$ cat src/rtl/mbrf_pkg.sv
// Shared types, codes and CRC helpers for the Modbus RTU request framer.
package mbrf_pkg;

  localparam logic [1:0] CMD_READ    = 2'd0;
  localparam logic [1:0] CMD_WRITE   = 2'd1;
  localparam logic [1:0] CMD_HEADER  = 2'd2;
  localparam logic [1:0] CMD_PAYLOAD = 2'd3;

  localparam logic [7:0] FC_READ_COILS     = 8'h01;
  localparam logic [7:0] FC_READ_INPUTS    = 8'h02;
  localparam logic [7:0] FC_READ_HOLDING   = 8'h03;
  localparam logic [7:0] FC_READ_INPUT_REG = 8'h04;
  localparam logic [7:0] FC_WRITE_COIL     = 8'h05;
  localparam logic [7:0] FC_WRITE_COILS    = 8'h0F;

  localparam logic [15:0] CRC_INIT = 16'hFFFF;
  localparam logic [15:0] CRC_POLY = 16'hA001;

  localparam int JOB_BYTES  = 8;
  localparam int JOB_IDX_W  = $clog2(JOB_BYTES);
  localparam int JOBQ_DEPTH = 2;
  localparam int JOBQ_AW    = $clog2(JOBQ_DEPTH);
  localparam int JOBQ_CW    = $clog2(JOBQ_DEPTH + 1);

  typedef struct packed {
    logic [JOB_BYTES-1:0][7:0] bytes;
    logic [JOB_IDX_W-1:0]      nbytes;
    logic                      restart;
    logic                      close;
  } job_t;

  function automatic logic [15:0] ref_base(input logic [7:0] fc);
    logic [15:0] base;
    case (fc)
      FC_READ_COILS:     base = 16'd1;
      FC_READ_INPUTS:    base = 16'd10001;
      FC_READ_HOLDING:   base = 16'd40001;
      FC_READ_INPUT_REG: base = 16'd30001;
      default:           base = 16'd0;
    endcase
    return base;
  endfunction

  function automatic logic [15:0] crc_byte(input logic [15:0] crc, input logic [7:0] b);
    logic [15:0] c;
    c = crc ^ {8'h00, b};
    for (int k = 0; k < 8; k++) begin
      c = c[0] ? ((c >> 1) ^ CRC_POLY) : (c >> 1);
    end
    return c;
  endfunction

endpackage

$ cat src/rtl/mbrf_front.sv
// Front end: classifies request items and builds byte jobs for the serialiser.
module mbrf_front
  import mbrf_pkg::*;
(
  input  logic       clk,
  input  logic       rst_n,
  input  logic       in_push,
  output logic       in_full,
  input  logic [1:0] in_cmd,
  input  logic [7:0] in_slave_address,
  input  logic [7:0] in_function_code,
  input  logic [15:0] in_register_address,
  input  logic [7:0] in_count,
  input  logic [7:0] in_value,
  input  logic       in_last_item,
  input  logic       q_full,
  output logic       q_push,
  output job_t       q_job
);

  logic        coil_mode_r;
  logic        coil_mode_nxt;
  logic [15:0] rd_addr;
  logic [8:0]  coil_sum;
  logic [7:0]  byte_cnt;

  assign in_full = q_full;
  assign q_push  = in_push && !q_full;

  always_comb begin
    rd_addr  = in_register_address - ref_base(in_function_code);
    coil_sum = {1'b0, in_count} + 9'd7;
    byte_cnt = (in_function_code == FC_WRITE_COILS) ? {2'b00, coil_sum[8:3]}
                                                    : {in_count[6:0], 1'b0};
    coil_mode_nxt = coil_mode_r;
    q_job         = '0;
    q_job.bytes[0] = in_slave_address;
    q_job.bytes[1] = in_function_code;
    case (in_cmd)
      CMD_READ: begin
        q_job.bytes[2] = rd_addr[15:8];
        q_job.bytes[3] = rd_addr[7:0];
        q_job.bytes[5] = in_count;
        q_job.nbytes   = JOB_IDX_W'(6);
        q_job.restart  = 1'b1;
        q_job.close    = 1'b1;
      end
      CMD_WRITE: begin
        q_job.bytes[2] = in_register_address[15:8];
        q_job.bytes[3] = in_register_address[7:0];
        if (in_function_code == FC_WRITE_COIL) begin
          q_job.bytes[4] = (in_value != 8'h00) ? 8'hFF : 8'h00;
        end else begin
          q_job.bytes[5] = in_value;
        end
        q_job.nbytes  = JOB_IDX_W'(6);
        q_job.restart = 1'b1;
        q_job.close   = 1'b1;
      end
      CMD_HEADER: begin
        q_job.bytes[2] = in_register_address[15:8];
        q_job.bytes[3] = in_register_address[7:0];
        q_job.bytes[5] = in_count;
        q_job.bytes[6] = byte_cnt;
        q_job.nbytes   = JOB_IDX_W'(7);
        q_job.restart  = 1'b1;
        coil_mode_nxt  = (in_function_code == FC_WRITE_COILS);
      end
      CMD_PAYLOAD: begin
        if (coil_mode_r) begin
          q_job.bytes[0] = in_value;
          q_job.nbytes   = JOB_IDX_W'(1);
        end else begin
          q_job.bytes[0] = 8'h00;
          q_job.bytes[1] = in_value;
          q_job.nbytes   = JOB_IDX_W'(2);
        end
        q_job.close = in_last_item;
      end
      default: ;
    endcase
  end

  always_ff @(posedge clk) begin
    if (!rst_n) begin
      coil_mode_r <= 1'b0;
    end else if (q_push) begin
      coil_mode_r <= coil_mode_nxt;
    end
  end

endmodule

$ cat src/rtl/mbrf_jobq.sv
// Short job queue between the front end and the serialiser.
module mbrf_jobq
  import mbrf_pkg::*;
(
  input  logic clk,
  input  logic rst_n,
  input  logic push,
  input  job_t job_in,
  output logic full,
  input  logic pop,
  output job_t job_out,
  output logic empty
);

  job_t               mem_r [JOBQ_DEPTH];
  logic [JOBQ_AW-1:0] wr_ptr_r;
  logic [JOBQ_AW-1:0] rd_ptr_r;
  logic [JOBQ_CW-1:0] count_r;
  logic               do_push;
  logic               do_pop;

  assign full    = (count_r == JOBQ_CW'(JOBQ_DEPTH));
  assign empty   = (count_r == '0);
  assign job_out = mem_r[rd_ptr_r];
  assign do_push = push && !full;
  assign do_pop  = pop && !empty;

  always_ff @(posedge clk) begin
    if (do_push) begin
      mem_r[wr_ptr_r] <= job_in;
    end
  end

  always_ff @(posedge clk) begin
    if (!rst_n) begin
      wr_ptr_r <= '0;
      rd_ptr_r <= '0;
      count_r  <= '0;
    end else begin
      if (do_push) begin
        wr_ptr_r <= wr_ptr_r + JOBQ_AW'(1);
      end
      if (do_pop) begin
        rd_ptr_r <= rd_ptr_r + JOBQ_AW'(1);
      end
      case ({do_push, do_pop})
        2'b10:   count_r <= count_r + JOBQ_CW'(1);
        2'b01:   count_r <= count_r - JOBQ_CW'(1);
        default: count_r <= count_r;
      endcase
    end
  end

endmodule

$ cat src/rtl/mbrf_back.sv
// Back end: serialises job bytes, runs the CRC and buffers outgoing beats.
module mbrf_back
  import mbrf_pkg::*;
(
  input  logic       clk,
  input  logic       rst_n,
  input  logic       q_empty,
  input  job_t       q_job,
  output logic       q_pop,
  output logic       out_empty,
  input  logic       out_pop,
  output logic [7:0] out_frame_byte,
  output logic       out_end_of_frame
);

  localparam logic [1:0] PH_DATA = 2'd0;
  localparam logic [1:0] PH_CRCL = 2'd1;
  localparam logic [1:0] PH_CRCH = 2'd2;

  localparam int OQ_DEPTH = 2;
  localparam int OQ_AW    = $clog2(OQ_DEPTH);
  localparam int OQ_CW    = $clog2(OQ_DEPTH + 1);

  typedef struct packed {
    logic [7:0] frame_byte;
    logic       eof;
  } beat_t;

  job_t                 cur_r, cur_nxt;
  logic                 valid_r, valid_nxt;
  logic [JOB_IDX_W-1:0] idx_r, idx_nxt;
  logic [1:0]           phase_r, phase_nxt;
  logic [15:0]          crc_r, crc_nxt;
  logic                 emit;
  logic                 finish;
  beat_t                beat;

  beat_t                oq_r [OQ_DEPTH];
  logic [OQ_AW-1:0]     oq_wr_r;
  logic [OQ_AW-1:0]     oq_rd_r;
  logic [OQ_CW-1:0]     oq_cnt_r;
  logic                 oq_full;
  logic                 oq_pop;

  assign oq_full          = (oq_cnt_r == OQ_CW'(OQ_DEPTH));
  assign out_empty        = (oq_cnt_r == '0);
  assign oq_pop           = out_pop && !out_empty;
  assign out_frame_byte   = oq_r[oq_rd_r].frame_byte;
  assign out_end_of_frame = oq_r[oq_rd_r].eof;

  always_comb begin
    emit      = valid_r && !oq_full;
    finish    = 1'b0;
    cur_nxt   = cur_r;
    valid_nxt = valid_r;
    idx_nxt   = idx_r;
    phase_nxt = phase_r;
    crc_nxt   = crc_r;
    beat      = '0;
    case (phase_r)
      PH_DATA: beat.frame_byte = cur_r.bytes[idx_r];
      PH_CRCL: beat.frame_byte = crc_r[7:0];
      PH_CRCH: begin
        beat.frame_byte = crc_r[15:8];
        beat.eof        = 1'b1;
      end
      default: ;
    endcase
    if (emit) begin
      case (phase_r)
        PH_DATA: begin
          crc_nxt = crc_byte(crc_r, cur_r.bytes[idx_r]);
          if (idx_r == cur_r.nbytes - JOB_IDX_W'(1)) begin
            if (cur_r.close) begin
              phase_nxt = PH_CRCL;
            end else begin
              finish = 1'b1;
            end
          end else begin
            idx_nxt = idx_r + JOB_IDX_W'(1);
          end
        end
        PH_CRCL: phase_nxt = PH_CRCH;
        PH_CRCH: begin
          crc_nxt = CRC_INIT;
          finish  = 1'b1;
        end
        default: ;
      endcase
    end
    if (finish) begin
      valid_nxt = 1'b0;
    end
    q_pop = (!valid_r || finish) && !q_empty;
    if (q_pop) begin
      cur_nxt   = q_job;
      valid_nxt = 1'b1;
      idx_nxt   = '0;
      phase_nxt = PH_DATA;
      if (q_job.restart) begin
        crc_nxt = CRC_INIT;
      end
    end
  end

  always_ff @(posedge clk) begin
    cur_r <= cur_nxt;
  end

  always_ff @(posedge clk) begin
    if (!rst_n) begin
      valid_r <= 1'b0;
      idx_r   <= '0;
      phase_r <= PH_DATA;
      crc_r   <= CRC_INIT;
    end else begin
      valid_r <= valid_nxt;
      idx_r   <= idx_nxt;
      phase_r <= phase_nxt;
      crc_r   <= crc_nxt;
    end
  end

  always_ff @(posedge clk) begin
    if (emit) begin
      oq_r[oq_wr_r] <= beat;
    end
  end

  always_ff @(posedge clk) begin
    if (!rst_n) begin
      oq_wr_r  <= '0;
      oq_rd_r  <= '0;
      oq_cnt_r <= '0;
    end else begin
      if (emit) begin
        oq_wr_r <= oq_wr_r + OQ_AW'(1);
      end
      if (oq_pop) begin
        oq_rd_r <= oq_rd_r + OQ_AW'(1);
      end
      case ({emit, oq_pop})
        2'b10:   oq_cnt_r <= oq_cnt_r + OQ_CW'(1);
        2'b01:   oq_cnt_r <= oq_cnt_r - OQ_CW'(1);
        default: oq_cnt_r <= oq_cnt_r;
      endcase
    end
  end

  a_crc_reopens: assert property (@(posedge clk) disable iff (!rst_n)
    (emit && phase_r == PH_CRCH) |=> (crc_r == CRC_INIT))
    else $error("CRC not reinitialised after frame close");

  a_idx_in_job: assert property (@(posedge clk) disable iff (!rst_n)
    (valid_r && phase_r == PH_DATA) |-> (idx_r < cur_r.nbytes))
    else $error("byte index beyond job length");

  a_oq_bound: assert property (@(posedge clk) disable iff (!rst_n)
    oq_cnt_r <= OQ_CW'(OQ_DEPTH))
    else $error("output queue overfilled");

  a_eof_from_crch: assert property (@(posedge clk) disable iff (!rst_n)
    (emit && beat.eof) |-> (phase_r == PH_CRCH && cur_r.close))
    else $error("end of frame outside a closing job");

endmodule

$ cat src/rtl/modbus_rtu_request_framer_top.sv
// Top level of the Modbus RTU request framer.
// Input channel: drive in_* fields with in_push; a beat is taken on a clock
// edge where in_push is high and in_full is low. Commands: read request,
// write single, write-multiple header and payload element.
// Result channel: while out_empty is low, out_frame_byte is the oldest frame
// byte waiting; pop it with out_pop. out_end_of_frame marks the CRC high byte.
// Path: an item is written into the job queue, then loaded into the serialiser's
// job register, and each frame byte is registered into the output queue.
// Throughput: one frame byte per cycle while the output queue has room, set
// by the single byte-wide CRC update in the serialiser; an item has 1 to 8
// frame bytes (8 for a read or write-single frame, 7 for a header, 1 to 4
// for a payload element).
// A two-entry job queue parts the front end from the serialiser, and a
// two-entry output queue parts the serialiser from the receiver. When the
// receiver stalls, the output queue fills, the serialiser holds, the job
// queue fills and in_full rises; nothing is dropped.
// Reset (rst_n low, synchronous) empties both queues, sets the CRC to FFFF
// and selects register payload mode.
module modbus_rtu_request_framer_top
  import mbrf_pkg::*;
(
  input  logic        clk,
  input  logic        rst_n,
  input  logic        in_push,
  output logic        in_full,
  input  logic [1:0]  in_cmd,
  input  logic [7:0]  in_slave_address,
  input  logic [7:0]  in_function_code,
  input  logic [15:0] in_register_address,
  input  logic [7:0]  in_count,
  input  logic [7:0]  in_value,
  input  logic        in_last_item,
  output logic        out_empty,
  input  logic        out_pop,
  output logic [7:0]  out_frame_byte,
  output logic        out_end_of_frame
);

  job_t f_job;
  job_t q_job;
  logic f_push;
  logic q_full;
  logic q_empty;
  logic q_pop;

  mbrf_front u_front (
    .clk                 (clk),
    .rst_n               (rst_n),
    .in_push             (in_push),
    .in_full             (in_full),
    .in_cmd              (in_cmd),
    .in_slave_address    (in_slave_address),
    .in_function_code    (in_function_code),
    .in_register_address (in_register_address),
    .in_count            (in_count),
    .in_value            (in_value),
    .in_last_item        (in_last_item),
    .q_full              (q_full),
    .q_push              (f_push),
    .q_job               (f_job)
  );

  mbrf_jobq u_jobq (
    .clk     (clk),
    .rst_n   (rst_n),
    .push    (f_push),
    .job_in  (f_job),
    .full    (q_full),
    .pop     (q_pop),
    .job_out (q_job),
    .empty   (q_empty)
  );

  mbrf_back u_back (
    .clk              (clk),
    .rst_n            (rst_n),
    .q_empty          (q_empty),
    .q_job            (q_job),
    .q_pop            (q_pop),
    .out_empty        (out_empty),
    .out_pop          (out_pop),
    .out_frame_byte   (out_frame_byte),
    .out_end_of_frame (out_end_of_frame)
  );

endmodule
$ cat config.mk
export PLATFORM = sky130hd
export DESIGN_NAME = modbus_rtu_request_framer_top
export DESIGN_NICKNAME = d
export VERILOG_FILES = /design/src/rtl/mbrf_pkg.sv /design/src/rtl/mbrf_front.sv /design/src/rtl/mbrf_jobq.sv /design/src/rtl/mbrf_back.sv /design/src/rtl/modbus_rtu_request_framer_top.sv
export SDC_FILE = /design/constraint.sdc
export NUM_CORES = 1
export LEC_CHECK = 0
export BUFFER_PORTS_ARGS = -buffer_cell sky130_fd_sc_hd__buf_2
export CORE_MARGIN = 2
export CORE_UTILIZATION = 25
export DETAILED_ROUTE_END_ITERATION = 12
export SLEW_MARGIN = 5
export SYNTH_ARGS = -nofsm -noshare
export SYNTH_HDL_FRONTEND = slang
export SYNTH_SLANG_ARGS = --single-unit
$ cat constraint.sdc
create_clock -name clk -period 4.5 [get_ports clk]
set_input_delay 0.45 -clock clk [delete_from_list [all_inputs] [get_ports clk]]
set_output_delay 0.45 -clock clk [all_outputs]
set_load 0.05 [all_outputs]
Word level (Yosys, flattened, before mapping)
Memories as Yosys holds them, arrays and structs flattened. A register that Yosys moved wholly into a read port is not among the register bits.
Cells that the tools add are included.
{"block": "totals", "regBits": 99, "latchBits": 0, "ramBits": 140, "rom_bits": 0, "input_bits": 55, "out_inout_bits": 11, "elab_cells": 146, "memories": 2}
{"name": "u_jobq.mem_r", "words": 2, "width": 61, "rd": 1, "rd_ports_with_merged_regs": 1, "write_ports": 1, "line": "mbrf_jobq.sv:15", "source": "job_t mem_r [JOBQ_DEPTH];"}
{"name": "u_back.oq_r", "words": 2, "width": 9, "rd": 1, "rd_ports_with_merged_regs": 1, "write_ports": 1, "line": "mbrf_back.sv:38", "source": "beat_t oq_r [OQ_DEPTH];"}
{"block": "classes", "n_addsub": 12, "n_mul": 0, "div": 0, "order_cmp": 1, "n_eq_ne": 20, "shifts": 0, "mux": 50, "bitwise_logic": 11, "reduce_logical": 29}
{"op": "$mux W16", "count": 12}
{"op": "$mux W8", "count": 8}
{"op": "$pmux W16 S2", "count": 2}
{"op": "$pmux W16 S4", "count": 1}
{"op": "$bmux W8 S3", "count": 1}
{"op": "$not A2 Y3", "count": 8}
{"op": "$pmux W8 S3", "count": 1}
{"op": "$eq A8 B2 Y1 const B", "count": 2}
{"op": "$eq A8 B3 Y1 const B", "count": 2}
{"op": "$pmux W8 S2", "count": 1}
{"op": "$sub A16 B16 Y16", "count": 1}
{"op": "$xor A16 B8 Y16", "count": 1}
{"op": "$mux W1", "count": 15}
{"op": "$eq A2 B2 Y1 const B", "count": 7}
{"op": "$pmux W2 S2", "count": 3}
{"op": "$mux W11", "count": 1}
{"op": "$add A8 B3 Y9 const B", "count": 1}
{"op": "$pmux W3 S3", "count": 1}
{"op": "$eq A2 B1 Y1 const B", "count": 4}
{"op": "$eq A8 B1 Y1 const B", "count": 1}
{"op": "$eq A8 B4 Y1 const B", "count": 1}
{"op": "$logic_not A2 Y1", "count": 4}
{"op": "$reduce_bool A2 Y1", "count": 4}
{"op": "$reduce_bool A8 Y1", "count": 1}
{"op": "other kinds (19)", "count": 40}

Depth between registers and ports, before layout
{"block": "depth", "ltp_word": 23, "ltp_mapped": 14, "mapped_depth_nobuf": 14}

Cells and area by module
From an unflattened synthesis, not the netlist that was laid out.
{"block": "hier_totals", "cells_unflattened": 837, "area_unflattened_um2": 11720.0}
{"mod": "mbrf_jobq", "instances": 1, "cells_each": 241, "area_per_inst_um2": 5202.5, "seq_area_each_um2": 4244.1}
{"mod": "mbrf_back", "instances": 1, "cells_each": 338, "area_per_inst_um2": 4842.1, "seq_area_each_um2": 3123.0}
{"mod": "mbrf_front", "instances": 1, "cells_each": 258, "area_per_inst_um2": 1675.4, "seq_area_each_um2": 20.0}

Worst setup path after synthesis
Ideal clock, no wire load.
{"block": "synth_timing", "path_kind": "reg2reg", "start": "register u_back.cur_r[2] (netlist name)", "end": "register u_back.cur_r[0] (netlist name), enable pin", "setup_ns": 0.482, "t_arrival_ns": 4.082, "required_ns": 4.018, "setup_slack_ns": -0.064, "stages_incl_launch_ff": 8, "n_path_buf": 0, "synth_period_minus_slack_ns": 4.564, "path_cell_list": "edfxtp_1 inv_1 ha_1 xnor2_1 or3_1 nor3_1 o21ai_1 a21oi_1"}
{"block": "synth_via", "elab_chain_len": 7}
{"item": "start, declared", "line": "mbrf_back.sv:29", "source": "job_t cur_r, cur_nxt;"}
{"item": "start signal, assigned", "line": "mbrf_back.sv:107", "source": "cur_r <= cur_nxt;"}
{"item": "$sub A3 B1 Y3", "line": "mbrf_back.sv:73", "source": "if (idx_r == cur_r.nbytes - JOB_IDX_W'(1)) begin"}
{"item": "$eq A3 B3 Y1", "line": "mbrf_back.sv:73"}
{"item": "$mux W1", "line": "mbrf_back.sv:73"}
{"item": "$pmux W1 S2", "line": "mbrf_back.sv:70", "source": "case (phase_r)"}
{"item": "$mux W1", "line": "mbrf_back.sv:69", "source": "if (emit) begin"}
{"item": "$logic_or A1 B1 Y1", "line": "mbrf_back.sv:94", "source": "q_pop = (!valid_r || finish) && !q_empty;"}
{"item": "$logic_and A1 B1 Y1", "line": "mbrf_back.sv:94"}
{"item": "named net q_pop", "line": "modbus_rtu_request_framer_top.sv:44", "source": "logic q_pop;"}
The timed path passes the listed nets, and every way through them passes these cells.
A chain may end at the register's enable or synchronous reset.

==> results.yml <==
timing:
  fin_setup_tns_ns: 0
  min_period_ns: 3.53
  hold_viol: 0
  clock-skew-final_ns: 0.0259
  slew_violations: 0
  rsz0062_at_grt: "no"
  timing.final.crit_share: 0.783
  worstMarginPinSlew_ns: 1.11
  relSlewSlack: 0.255
  fmax_mhz: 284
  setup_viol: 0
routing:
  top_layer: "met4"
  drc: 0
  wl_met1_um: 10300
  ant_nets: 0
  route.met3.wl_um: 827
  drt_pass1_iterations: 5
  drt_iter0_drc: 413
  vias: 5917
  wl_per_cell_um: 15.5
  wl_met2_um: 9590
  avgViaCountPerCell: 4.35
  wirelength_um: 21100
die:
  die_y_um: 202
  initial_utilization: 0.253
  num_rows: 72
  die_w_um: 202
  dieArea_um2: 40700
  io_pins: 66
  core_um2: 38600
worst_setup_path:
  cp-end-kind: "flop"
  crit_path_start_kind: "primary input"
  cp.required_ns: 4.75
  slowest_delay_ns: 0.61
  cpMaxStageDelayCell: "or4_1"
  crit_chain: "buf_2, or4_1, nor3_1, ha_1, ha_1, nor3b_1, o21bai_1, a21oi_1, o21a_1, o21bai_1, a211o_1, a21o_1, o311ai_0, o211ai_1"
  cp_data_arrival_time_ns: 3.78
  path_class: "primary input to flop"
  cp_max_fo: 4
status:
  status: "finished clean"
power:
  total_leakage_power_uw: 0.00400
  power_density_nw_per_um2: 642
  irDropWorstVdd_mv: 0.324
  power_uw: 7300
placed_design:
  hpwlAfterDp_um: 14700
  numPlacedInstances: 1322
  portBuffers: 65
  routabilityCongestion: 0.790
  placed_cell_area_um2: 10600
global_route:
  grt_first_pass_wirelength_um: 33500
  grt_max_degree: 54
  grt.total_usage: 0.104
  antenna_found_initial: 0
  grt_overflow: 0
  grt_pass1_vias: 5970
worst_hold_path:
  worst_hold_path_type: "primary input to flop"
clock_network:
  clk_path_buf_depth: 3
  cts_buffers: 22
  ctsResizeCount: 0
  clk_pin_slew_ns: 0.06
  clock_sinks: 210
  postCtsSetupRepairBufs: 0
  cts_hold_buf: 0
  cts-root-buf: "clkbuf_16"
  clock_latency_ns: 0.52
  htreeDepth: 1
  cts_tree: "yes"
layout:
  instances_no_fill: 1361
  finalNetCount: 904
  drive_above_1_share: 0.223
  final_area_um2: 11400
  area_growth_pct: 16.4
  diodes: 0
yosys:
  ys_warn_count: 0
  syn-cell-area_um2: 9770
  ys_seq_area_frac: 0.612
  synth_nets: 841
  synthCells: 765
  syn_area_per_cell_um2: 12.8
  synth_edf_count: 177
  postSynth.asyncResetShare: 0
  ys_seq_elements: 210
  ys_types: 62
  synth_ff_type: "edfxtp_1"
flow_run:
  drv_cap: 0
-- path summary, 6_finish.rpt --
path	start	endpoint	slack, ns	cells past startpoint
hold / removal	in_function_code[4]	u_jobq.mem_r[1][17]	0.23	3
setup reg to reg	u_back.idx_r[1]	u_back.crc_r[0]	1.29	10
setup / recovery	in_function_code[6]	u_jobq.mem_r[1][27]	0.97	14
hold reg to reg	u_jobq.count_r[1]	u_jobq.count_r[1]	0.50	2
-- where the power goes --
part	internal (uW)	switching [uW]	total (uW)	leakage [uW]
sequential	2810	190	3000	0.00194
combinational	1010	1480	2490	0.00172
clock	1060	749	1810	0.000344
-- Yosys cell counts, drive strengths merged, types with 7 or more instances --
cell type	n	area share
nor2b	9	0.0058
xnor2	26	0.024
buf	13	0.010
nand2	82	0.032
o22ai	10	0.0064
a21oi	34	0.019
mux2	62	0.071
ha	21	0.027
inv	26	0.010
nor2	59	0.023
a22oi	22	0.017
edfxtp	177	0.54
clkbuf	21	0.0081
mux2i	16	0.018
xor2	23	0.023
nand2b	9	0.0060
nand3b	8	0.0061
nor3	9	0.0046
nand3	7	0.0036
dfxtp	33	0.068
o21ai	39	0.022
-- area by class of cell --
cell class              instances  area [um^2]
repair buffers                 73          385
inverters                      27          101
clock inverters                11          134
multi-input cells             494         3530
flip-flops and latches        210         5980
fillers                      3913        27300
well taps                     518          648
clock buffers                  28          594
-- registers in the layout, summed over array words and instances (netlist names), named ones only --
signal	count
u_jobq.mem_r	106
u_back.cur_r	53
u_back.oq_r	18
u_back.crc_r	16
u_back.idx_r	3
u_back.oq_cnt_r	2
u_back.phase_r	2
u_jobq.count_r	2
u_back.oq_rd_r	1
u_back.oq_wr_r	1
u_back.valid_r	1
u_front.coil_mode_r	1
u_jobq.rd_ptr_r	1
u_jobq.wr_ptr_r	1
-- layout by cell type, fill, tap and decap left out, types with 4 or more instances in the layout --
cell	n
o21ai_1	6
mux2i_1	15
or3_1	4
nor3_1	9
edfxtp_1	177
nand3_1	7
clkbuf_16	23
clkbuf_1	5
ha_1	21
o22ai_1	10
nand3b_1	8
nor2_1	57
nor4_1	4
buf_4	8
inv_1	26
dfxtp_1	32
clkinv_1	5
mux2_2	62
nor2b_1	9
nand2b_1	8
nand2_1	81
o21ai_0	29
o21bai_1	4
o211a_1	4
a21oi_1	30
xor2_1	21
xnor2_1	25
a22oi_1	22
buf_2	65
-- worst max-delay path, delay by kind of cell --
family | cells | cell delay (ns)
buffers and inverters | 1 | 0.10
and+or+nand+nor | 3 | 1.21
AOI/OAI and AO/OA | 8 | 1.57
adders and majority gates | 2 | 0.45
-- layer usage --
metal / track usage / up-vias
met5: 0 / -
met4: 0.0260 / 0
met3: 0.0177 / 28
met2: 0.167 / 119
met1: 0.146 / 2851
li1: - / 2919
-- kinds of logic (layout without fill, tap and decap cells) --
group / after synthesis / in the layout / synth area share
AO/OA/AOI/OAI: 133 / 133 / 0.0881
XOR/XNOR: 51 / 51 / 0.0520
adder cells (fa/ha/maj): 21 / 21 / 0.0269
buffers and inverters: 61 / 139 / 0.0286
flip-flops: 210 / 210 / 0.612
multiplexers: 80 / 80 / 0.0938
AND/OR/NAND/NOR: 209 / 209 / 0.0989
-- through the flow --
step,util,setup WS [ns],hold slack [ns]
floorplan,-,0.964,0.471
global placement,0.275,0.537,0.481
detailed placement,0.275,0.442,0.500
CTS,0.294,0.992,0.216
global route,0.294,0.663,0.243
finish,0.294,0.975,0.230
No activity file was read; power rests on OpenSTA's default activity.
